===== config.mk =====
export PLATFORM = sky130hd
export DESIGN_NAME = next_free_room_allocator_core
export DESIGN_NICKNAME = d
export VERILOG_FILES = /design/src/nfra_pkg.sv /design/src/nfra_ram.sv /design/src/next_free_room_allocator_core.sv
export SDC_FILE = /design/constraint.sdc
export NUM_CORES = 1
export LEC_CHECK = 0
export BUFFER_PORTS_ARGS = -buffer_cell sky130_fd_sc_hd__buf_4
export CORE_AREA = 2 2 359 361
export DETAILED_ROUTE_END_ITERATION = 7
export DIE_AREA = 0 0 361 363
export PLACE_DENSITY = 0.61
export RECOVER_POWER = 25
export REMOVE_ABC_BUFFERS = 1
export SLEW_MARGIN = 20
export SYNTH_ARGS = -nofsm -noshare
export SYNTH_HDL_FRONTEND = slang
export SYNTH_HIERARCHICAL = 1
export SYNTH_SLANG_ARGS = --single-unit

===== constraint.sdc =====
create_clock -name i_clk -period 7.8 [get_ports i_clk]
set_clock_uncertainty 0.15 [all_clocks]
set_input_delay 1.56 -clock i_clk [delete_from_list [all_inputs] [get_ports i_clk]]
set_output_delay 1.56 -clock i_clk [all_outputs]
set_load 0.005 [all_outputs]

===== src/nfra_pkg.sv =====
// Shared types and constants for the next-free room allocator.
// No dependencies.
package nfra_pkg;

    localparam int ROOM_W    = 11;
    localparam int WORD_BITS = 32;
    localparam int BIT_W     = 5;

    typedef logic [ROOM_W-1:0] t_room;
    typedef logic [BIT_W-1:0]  t_bit;

    typedef enum logic [2:0] {
        ST_IDLE,
        ST_RD0,
        ST_CK0,
        ST_RD1,
        ST_CK1
    } t_state;

endpackage


===== src/nfra_ram.sv =====
// Generic simple dual-port RAM, one write and one registered read port.
// No dependencies.
module nfra_ram #(
    parameter int WIDTH = 32,
    parameter int DEPTH = 32
) (
    input  logic                                    i_clk,
    input  logic                                    i_we,
    input  logic [(DEPTH > 1 ? $clog2(DEPTH) : 1)-1:0] i_waddr,
    input  logic [WIDTH-1:0]                        i_wdata,
    input  logic                                    i_re,
    input  logic [(DEPTH > 1 ? $clog2(DEPTH) : 1)-1:0] i_raddr,
    output logic [WIDTH-1:0]                        o_rdata
);

    logic [WIDTH-1:0] r_mem [DEPTH];
    logic [WIDTH-1:0] r_rdata;

    always_ff @(posedge i_clk) begin
        if (i_we) begin
            r_mem[i_waddr] <= i_wdata;
        end
        if (i_re) begin
            r_rdata <= r_mem[i_raddr];
        end
    end

    assign o_rdata = r_rdata;

endmodule


===== src/next_free_room_allocator_core.sv =====
// Next-free room allocator: occupancy bitmap in a word RAM plus per-word full flags.
// Depends on nfra_pkg and nfra_ram.
// A request above the limit gets a registered reject result. Otherwise the requested
// word is read and checked; if it holds no free room, the next non-full word is read
// and checked. No new request is taken until the word RAM read-check loop is done.
// Reset (synchronous, active low): all rooms free via per-word valid bits, room_count 1024.
// The receiver cannot stall: each result is a one-cycle strobe.
module next_free_room_allocator_core #(
    parameter int ROOMS = 1024
) (
    input  logic                  i_clk,
    input  logic                  i_rst_n,
    input  logic                  i_start,
    output logic                  o_busy,
    input  nfra_pkg::t_room       i_requested_room,
    output logic                  o_result_valid,
    output nfra_pkg::t_room       o_assigned_room,
    output logic                  o_none_free,
    input  logic                  i_cfg_we,
    input  nfra_pkg::t_room       i_cfg_wdata
);
    import nfra_pkg::*;

    localparam int USED_ROOMS = (ROOMS < 2047) ? ROOMS : 2047;
    localparam int WORDS      = (USED_ROOMS + WORD_BITS - 1) / WORD_BITS;
    localparam int WW         = (WORDS > 1) ? $clog2(WORDS) : 1;
    localparam t_room ROOM_CAP = ROOM_W'(USED_ROOMS);
    localparam t_room ROOM_CNT_RST = ROOM_W'(1024);

    t_state r_state, n_state;

    t_room           r_room_count;
    t_room           r_req;
    t_room           r_limit;
    logic [WW-1:0]   r_w0, r_wl, r_word, r_cand;
    logic            r_cand_ok;
    logic [WORDS-1:0] r_valid, r_full;
    logic            r_res_stb, r_res_none;
    t_room           r_res_room;

    t_room           req1, lim, req1_m1, lim_m1, r_req_m1, r_lim_m1;
    logic            reject, accept;
    logic [WW-1:0]   cand;
    logic            cand_ok;

    logic                 ram_re, ram_we;
    logic [WW-1:0]        ram_raddr;
    logic [WORD_BITS-1:0] ram_rdata, word_data, word_new;
    t_bit                 lo_bit, hi_bit, free_bit;
    logic                 found;
    logic                 checking;
    t_room                found_room;

    assign accept  = i_start && (r_state == ST_IDLE);
    assign req1    = (i_requested_room == '0) ? ROOM_W'(1) : i_requested_room;
    assign lim     = (r_room_count < ROOM_CAP) ? r_room_count : ROOM_CAP;
    assign reject  = req1 > lim;
    assign req1_m1 = req1 - ROOM_W'(1);
    assign lim_m1  = lim - ROOM_W'(1);
    assign r_req_m1 = r_req - ROOM_W'(1);
    assign r_lim_m1 = r_limit - ROOM_W'(1);

    // Lowest non-full word above the first word, within the limit.
    always_comb begin
        cand    = '0;
        cand_ok = 1'b0;
        for (int i = WORDS - 1; i >= 0; i--) begin
            if (i > int'(r_w0) && i <= int'(r_wl) && !r_full[i]) begin
                cand    = WW'(i);
                cand_ok = 1'b1;
            end
        end
    end

    // Free-bit search in the word just read.
    assign word_data = r_valid[r_word] ? ram_rdata : '0;
    assign lo_bit    = (r_word == r_w0) ? r_req_m1[BIT_W-1:0] : '0;
    assign hi_bit    = (r_word == r_wl) ? r_lim_m1[BIT_W-1:0] : '1;

    always_comb begin
        free_bit = '0;
        found    = 1'b0;
        for (int b = WORD_BITS - 1; b >= 0; b--) begin
            if (!word_data[b] && BIT_W'(b) >= lo_bit && BIT_W'(b) <= hi_bit) begin
                free_bit = BIT_W'(b);
                found    = 1'b1;
            end
        end
    end

    assign checking   = (r_state == ST_CK0) || (r_state == ST_CK1);
    assign word_new   = word_data | (WORD_BITS'(1) << free_bit);
    assign found_room = ROOM_W'({r_word, free_bit}) + ROOM_W'(1);

    // Next state
    always_comb begin
        n_state = r_state;
        case (r_state)
            ST_IDLE: begin
                if (accept && !reject) n_state = ST_RD0;
            end
            ST_RD0: n_state = ST_CK0;
            ST_CK0: begin
                if (!found && r_cand_ok) n_state = ST_RD1;
                else                     n_state = ST_IDLE;
            end
            ST_RD1: n_state = ST_CK1;
            ST_CK1: n_state = ST_IDLE;
            default: n_state = ST_IDLE;
        endcase
    end

    // Outputs
    always_comb begin
        ram_re    = 1'b0;
        ram_we    = 1'b0;
        ram_raddr = r_word;
        o_busy    = 1'b1;
        case (r_state)
            ST_IDLE: o_busy = 1'b0;
            ST_RD0,
            ST_RD1:  ram_re = 1'b1;
            ST_CK0,
            ST_CK1:  ram_we = found;
            default: o_busy = 1'b1;
        endcase
    end

    nfra_ram #(
        .WIDTH(WORD_BITS),
        .DEPTH(WORDS)
    ) u_map (
        .i_clk  (i_clk),
        .i_we   (ram_we),
        .i_waddr(r_word),
        .i_wdata(word_new),
        .i_re   (ram_re),
        .i_raddr(ram_raddr),
        .o_rdata(ram_rdata)
    );

    always_ff @(posedge i_clk) begin
        if (!i_rst_n) begin
            r_state      <= ST_IDLE;
            r_room_count <= ROOM_CNT_RST;
            r_valid      <= '0;
            r_full       <= '0;
            r_res_stb    <= 1'b0;
        end else begin
            r_state   <= n_state;
            r_res_stb <= 1'b0;
            if (i_cfg_we) begin
                r_room_count <= i_cfg_wdata;
            end
            if (accept && reject) begin
                r_res_stb <= 1'b1;
            end
            if (checking && (found || r_state == ST_CK1 || !r_cand_ok)) begin
                r_res_stb <= 1'b1;
            end
            if (ram_we) begin
                r_valid[r_word] <= 1'b1;
                r_full[r_word]  <= &word_new;
            end
        end
    end

    // Payload registers
    always_ff @(posedge i_clk) begin
        if (accept) begin
            r_req   <= req1;
            r_limit <= lim;
            r_w0    <= req1_m1[BIT_W +: WW];
            r_wl    <= lim_m1[BIT_W +: WW];
            r_word  <= req1_m1[BIT_W +: WW];
            if (reject) begin
                r_res_room <= '0;
                r_res_none <= 1'b1;
            end
        end
        if (r_state == ST_RD0) begin
            r_cand    <= cand;
            r_cand_ok <= cand_ok;
        end
        if (checking) begin
            if (found) begin
                r_res_room <= found_room;
                r_res_none <= 1'b0;
            end else if (r_state == ST_CK0 && r_cand_ok) begin
                r_word <= r_cand;
            end else begin
                r_res_room <= '0;
                r_res_none <= 1'b1;
            end
        end
    end

    assign o_result_valid  = r_res_stb;
    assign o_assigned_room = r_res_room;
    assign o_none_free     = r_res_none;

    a_none_code: assert property (@(posedge i_clk) disable iff (!i_rst_n)
        o_result_valid |-> (o_none_free == (o_assigned_room == '0)))
        else $error("none_free disagrees with assigned room");

    a_grant_range: assert property (@(posedge i_clk) disable iff (!i_rst_n)
        (o_result_valid && !o_none_free) |->
            (o_assigned_room >= r_req && o_assigned_room <= r_limit))
        else $error("granted room outside request window");

    a_accept_progress: assert property (@(posedge i_clk) disable iff (!i_rst_n)
        (i_start && !o_busy) |=> (o_busy || o_result_valid))
        else $error("accepted transaction dropped");

    a_write_on_grant: assert property (@(posedge i_clk) disable iff (!i_rst_n)
        ram_we |=> (o_result_valid && !o_none_free))
        else $error("map write without grant");

endmodule


After elaboration in Yosys (flattened, before gate mapping). Memories as Yosys holds them, arrays and structs flattened. A register that Yosys moved wholly into a read port is not among the register bits. Index checks and enable logic that the tools add are counted.

Add/sub/neg operators: 5. Order comparisons: 130. Equality and inequality tests: 7. Shifts and indexed selects: 1. Muxes and demuxes: 129. Bitwise logic cells: 2. Reduce and logical (&&, ||, !) cells: 211.

Operators by type and width (number): 5-bit two-way mux (54); 5-bit less-or-equal comparator, first input constant (32); 1-bit logical AND (133); 5-bit >= comparator, first input constant (16); 5-bit > comparator, first input constant (16); 4-bit by 5-bit less-or-equal comparator with 1-bit output, first input constant (16); 11-bit two-way mux (7); 1-bit zero test (66); 32-bit bitwise OR (2); 1-bit two-way mux (47); 4-bit by 5-bit >= comparator with 1-bit output, first input constant (8); 4-bit by 5-bit > comparator with 1-bit output, first input constant (8); 3-bit by 5-bit less-or-equal comparator with 1-bit output, first input constant (8); 32-bit bitwise mux (1); 32-bit two-way mux (1); 4-bit two-way mux (8); 32-bit AND reduction (1); 1-bit by 5-bit << shifter with 32-bit output, first input constant (1); 30-bit OR reduction (1); 3-bit by 5-bit >= comparator with 1-bit output, first input constant (4); 3-bit by 5-bit > comparator with 1-bit output, first input constant (4); 2-bit by 5-bit less-or-equal comparator with 1-bit output, first input constant (4); 10-bit by 1-bit subtractor with 10-bit output, second input constant (2); 1-bit by 5-bit less-or-equal comparator with 1-bit output, first input constant (3); other kinds (27) (42).

Flip-flop bits (word level): 122. Bits in writable memories: 1024. Input bits: 26. Output and inout bits: 14. Memories: 1.

Memory list: u_map.r_mem (depth 32, width 32, read ports 1, clocked after Yosys merged registers in 1, write ports 1, RTL line nfra_ram.sv:16) `logic [WIDTH-1:0] r_mem [DEPTH];`.

Logic depth before layout (Yosys ltp).
Word-level depth: 42. Gate-level depth with buffers: 28. Gate-level depth less buffers: 22.

Hierarchy. The synthesis kept the hierarchy.

Modules (own cells, without submodules): nfra_ram (times used 1, cells an instance 2260, area each 40807.9 um^2, seq. area each 31710.4 um^2); next_free_room_allocator_core (times used 1, cells an instance 1236, area each 9719.3 um^2, seq. area each 2682.6 um^2).

Worst setup path after synthesis. No wires, ideal clock.

Kind: register -> register. Start point: register r_word[2]. End point: register r_full[10]. Setup time: 0.073 ns. Data arrival time: 6.393 ns. Required time: 7.577 ns. Path slack: 1.184 ns. Stages on the path, launching flop included: 26. Clock period less this slack: 6.616 ns. Path through: dfxtp_1 > clkbuf_1 > nor3b_1 > a22oi_1 > nand2_1 > or2_1 > clkbuf_1 > clkbuf_1 > clkbuf_1 > buf_1 > a21oi_1 > o21ai_0 > a31o_2 > o31ai_1 > o311a_1 > inv_1 > ha_1 > clkbuf_1 > nand2_1 > o21ai_0 > nand3_1 > nand4b_1 > a2111oi_4 > nand4b_2 > buf_6 > mux2i_4.

Cells in the longest elaborated chain, start to end: 42.

RTL lines: start: declaration (RTL line next_free_room_allocator_core.sv:35) `logic [WW-1:0] r_w0, r_wl, r_word, r_cand;`; start signal: assignment (RTL line next_free_room_allocator_core.sv:175) `r_word <= req1_m1[BIT_W +: WW];`; start signal: assignment (RTL line next_free_room_allocator_core.sv:190) `r_word <= r_cand;`; 1-bit binary-select mux with 5-bit select (RTL line next_free_room_allocator_core.sv:76) `assign word_data = r_valid[r_word] ? ram_rdata : '0;`; 1-bit two-way mux (implied by the code) (RTL line next_free_room_allocator_core.sv:76); 32-bit two-way mux (RTL line next_free_room_allocator_core.sv:76); 1-bit zero test (RTL line next_free_room_allocator_core.sv:84) `if (!word_data[b] && BIT_W'(b) >= lo_bit && BIT_W'(b) <= hi_bit) begin`; 1-bit logical AND (2 in series) (RTL line next_free_room_allocator_core.sv:84); 5-bit two-way mux (32 in series) (RTL line next_free_room_allocator_core.sv:84); 1-bit by 5-bit << shifter with 32-bit output (RTL line next_free_room_allocator_core.sv:92) `assign word_new = word_data | (WORD_BITS'(1) << free_bit);`; 32-bit bitwise OR * (RTL line next_free_room_allocator_core.sv:92); named net word_new[5] (RTL line next_free_room_allocator_core.sv:48) `logic [WORD_BITS-1:0] ram_rdata, word_data, word_new;`; 32-bit AND reduction * (RTL line next_free_room_allocator_core.sv:163) `r_full[r_word] <= &word_new;`; 32-bit bitwise mux * (RTL line next_free_room_allocator_core.sv:163); end signal: indexed assignment (RTL line next_free_room_allocator_core.sv:163); end: declaration (RTL line next_free_room_allocator_core.sv:37) `logic [WORDS-1:0] r_valid, r_full;`.

Mark *: on every way through the listed nets, which the timed path passes. The rest lies on a longest branch. The select of a mux whose other input is x is not followed. A chain may end at the register's enable or synchronous reset.

==> run metrics <==
total congestion overflow=0; Flop pwr share=0.468; leading area contributor after synthesis=edfxtp_1; Synth Area in Compound Gates=0.09551; first-pass GRT wire length=204400 um; commonest cells in the netlist=1082 x edfxtp_1, 536 x mux2i_1, 247 x nand2_1; Syn Area/Cell=14.45 um^2; area of the multi-input gates=approximately 0.015 mm^2; hold_sp=r_valid[26]; reg-to-reg startpoint=r_word[2]; max_cap viols=8; worst endpoint required time=roughly 8 ns; hold_buf cts=0; share of post-route cells with drive strength above 1=0.1186; sequential area share after synthesis=0.6807; number of cells in the finished layout apart from fillers=approximately 5300; number of buffers created by CTS=120; die width=between 300 and 400 um; post_cts resized=0; Rows=about 130; WHS Path Cells=1; CTS clk-pin slew, worst paths=0.06 ns; clock buffer depth=3; Int Power=about 11 mW; most numerous cell in the Yosys netlist=edfxtp_1; Antenna Nets Post-Route=0; diode count=0; worst relative slew slack=-1.486; cell leakage power=19.32 nW; htree depth=3; via count of the routed design=between 30000 and 40000; worst reg-to-reg path cell count=7; Worst-Skew Late Latency=roughly 0.74 ns; worst setup path start=r_word[2]; Final Hold Viols=0; crit end category=flip-flop; final worst path period share=0.9434; Starting Density=0.3978; setup_tns=0 ns; Setup Fix Bufs, Post-CTS=0; RSZ-0062 raised after global routing=false; initial antenna violation count=2; CP startpoint kind=flip-flop; worst-path fanout max=between 60 and 70; vias in the first global route=29840; slowest CP cell=and2_0; Net Switching=4.229 mW; Mapped Area=0.05053 mm^2; drt pass-1 iters=6; Crit path arrival time=approximately 7.6 ns; Post-synth EDFFs=~1100; residual DRC count=0; synthesis warning total=6; Async SR Flop Fraction=0; Die Height=approximately 360 um; Main synth FF type=edfxtp_1; Levels on crit path=7; Iter 0 DRT Violations=roughly 3200; Clock Tree Root=clkbuf_16; DP Cell Count=~5100; clock sinks=1177; I/O pin count=40; post-synth top area share=0.6430; Synth-to-Final Area Change=12.45%; setup violators final=0; Crit path largest cell delay=between 2 and 3 ns; Synth area leaders=edfxtp_1 64%, mux2i_1 11%, dfxtp_1 3.8%; Comb pwr share=0.159; Core Area=0.1270 mm^2; Tmin final=~7.4 ns; Sw Share=0.2722; delay-heaviest family, CP=simple AND/OR/NAND/NOR gates; Max Freq=between 100 and 150 MHz; final number of max-transition violations=just over 300; drt wl/cell=approximately 27 um; gp weighted congestion=roughly 0.93; FF+latch area=roughly 0.034 mm^2; Via density=~5.8; final wirelength=140600 um; DP HPWL=slightly above 80000 um; DIE AREA=between 0.1 and 0.15 mm^2; failing checks=capacitance limit, slew limit; Cells after Synth=~3500; Seq cells post-synth=1177; fillers=between 10000 and 15000; post-synthesis mux area share=0.1131; maximum vdd drop=203.4 uV; worst hold-check path type=reg2reg; Cell Pwr Density=between 200 and 300 mW/mm^2; GRT Util Overall=0.2109; slew at the pin with the worst max-slew slack=roughly 3.7 ns; post-synthesis adder-cell area fraction=0.004655; Clk pwr share=0.373; CP Cell Sequence=buf_4 -> and2_0 -> clkbuf_2 -> a22o_1 -> nor3_1 -> a31oi_1 -> nand3_1; Final nets=3590; IO buf count=39; worst setup path category=reg2reg; status=finished, violations left; simple-gate share of the synthesized area=0.07471; Buf/Inv on CP=2; Synth cell types=96; Post-Synth XOR/XNOR Area=0.005002; largest family of logic cells by synthesized area=multiplexers; TritonCTS clock tree=yes; pin count of the biggest net entering global routing=slightly above 100
-- layout by cell type, fill, tap and decap left out, types with 12 or more instances in the layout --
cell / n
edfxtp_1: 1082
mux2i_1: 536
nand2_1: 241
a21oi_1: 181
nand3_1: 133
clkbuf_16: 123
buf_4: 119
a22oi_1: 100
nor2_1: 95
dfxtp_1: 92
a22o_1: 80
nor3_1: 65
o21ai_0: 58
nor2b_1: 43
a31oi_1: 43
inv_1: 40
o21a_1: 35
clkbuf_1: 34
nor2_4: 33
clkinv_1: 24
xnor2_1: 22
nand4_1: 19
clkinv_2: 19
ha_1: 18
o211ai_1: 15
and3_1: 15
o22ai_1: 15
o21ai_2: 15
bufinv_16: 15
nand2b_1: 14
a21o_1: 14
nor4_1: 13
nor3b_1: 12
nand3b_1: 12
or2_2: 12
-- metal layers --
metal / GRT usage / share of wire / vias to the layer above / routed length [um]
met5: 0 / 0.000085 / - / 12
met4: 0.05407 / 0.024 / 2 / 3332
met3: 0.03490 / 0.063 / 204 / 8853
met2: 0.3444 / 0.47 / 1128 / 66480
met1: 0.2933 / 0.44 / 15750 / 61910
li1: - / - / 13730 / -
-- power by group through the flow --
stage	clock [mW]	sequential (mW)	combinational [mW]
global placement	0	7.39	2.46
detailed placement	0	7.39	2.46
CTS	5.90	7.26	2.47
floorplan	0	7.52	2.51
global route	6.14	7.27	2.65
finish	5.80	7.26	2.48
-- cell families after synthesis --
| family | after synthesis |
|---|---|
| simple gates | 771 |
| fa+ha+maj | 19 |
| compound gates | 686 |
| xor+xnor | 28 |
| mux | 553 |
| buf+inv | 262 |
| flops | 1177 |
-- registers in the layout, summed over array words and instances, names as in the netlist --
signal           cells
o_assigned_room     11
o_none_free          1
o_result_valid       1
r_cand               5
r_cand_ok            1
r_full              31
r_limit              5
r_req                5
r_room_count        11
r_state              3
r_valid             32
r_w0                 5
r_wl                 5
r_word               5
u_map/o_rdata       32
u_map/r_mem       1024
-- area by class of cell --
cell class	count	share of cell area
sequential	1177	0.6054
clock buffer	143	0.05549
tap	1662	0.03660
inverter	40	0.002643
multi-input combinational	2057	0.2659
timing repair buffer	150	0.01966
clock inverter	75	0.01425
-- through the flow --
stage / setup slack [ns] / hold WS, ns / power [mW] / area [um^2] / util
finish: 0.4415 / 0.3128 / 15.53 / 56820 / 0.4473
global route: 0.1587 / 0.3267 / 16.06 / 56820 / 0.4473
CTS: 0.8507 / 0.3144 / 15.63 / 56910 / 0.4480
detailed placement: 0.8783 / 0.2997 / 9.854 / 52940 / 0.4168
global placement: 0.7862 / 0.2981 / 9.852 / 52940 / 0.4168
floorplan: -18.21 / 0.2795 / 10.02 / 49350 / -
-- path summary, 6_finish.rpt --
path / end / slack (ns)
worst max-delay path: u_map/o_rdata[22] / 0.44
worst min-delay path: r_valid[26] / 0.31
worst max register to register: u_map/o_rdata[22] / 0.44
worst min register to register: r_valid[26] / 0.31
(Power assumes the default switching activity.)
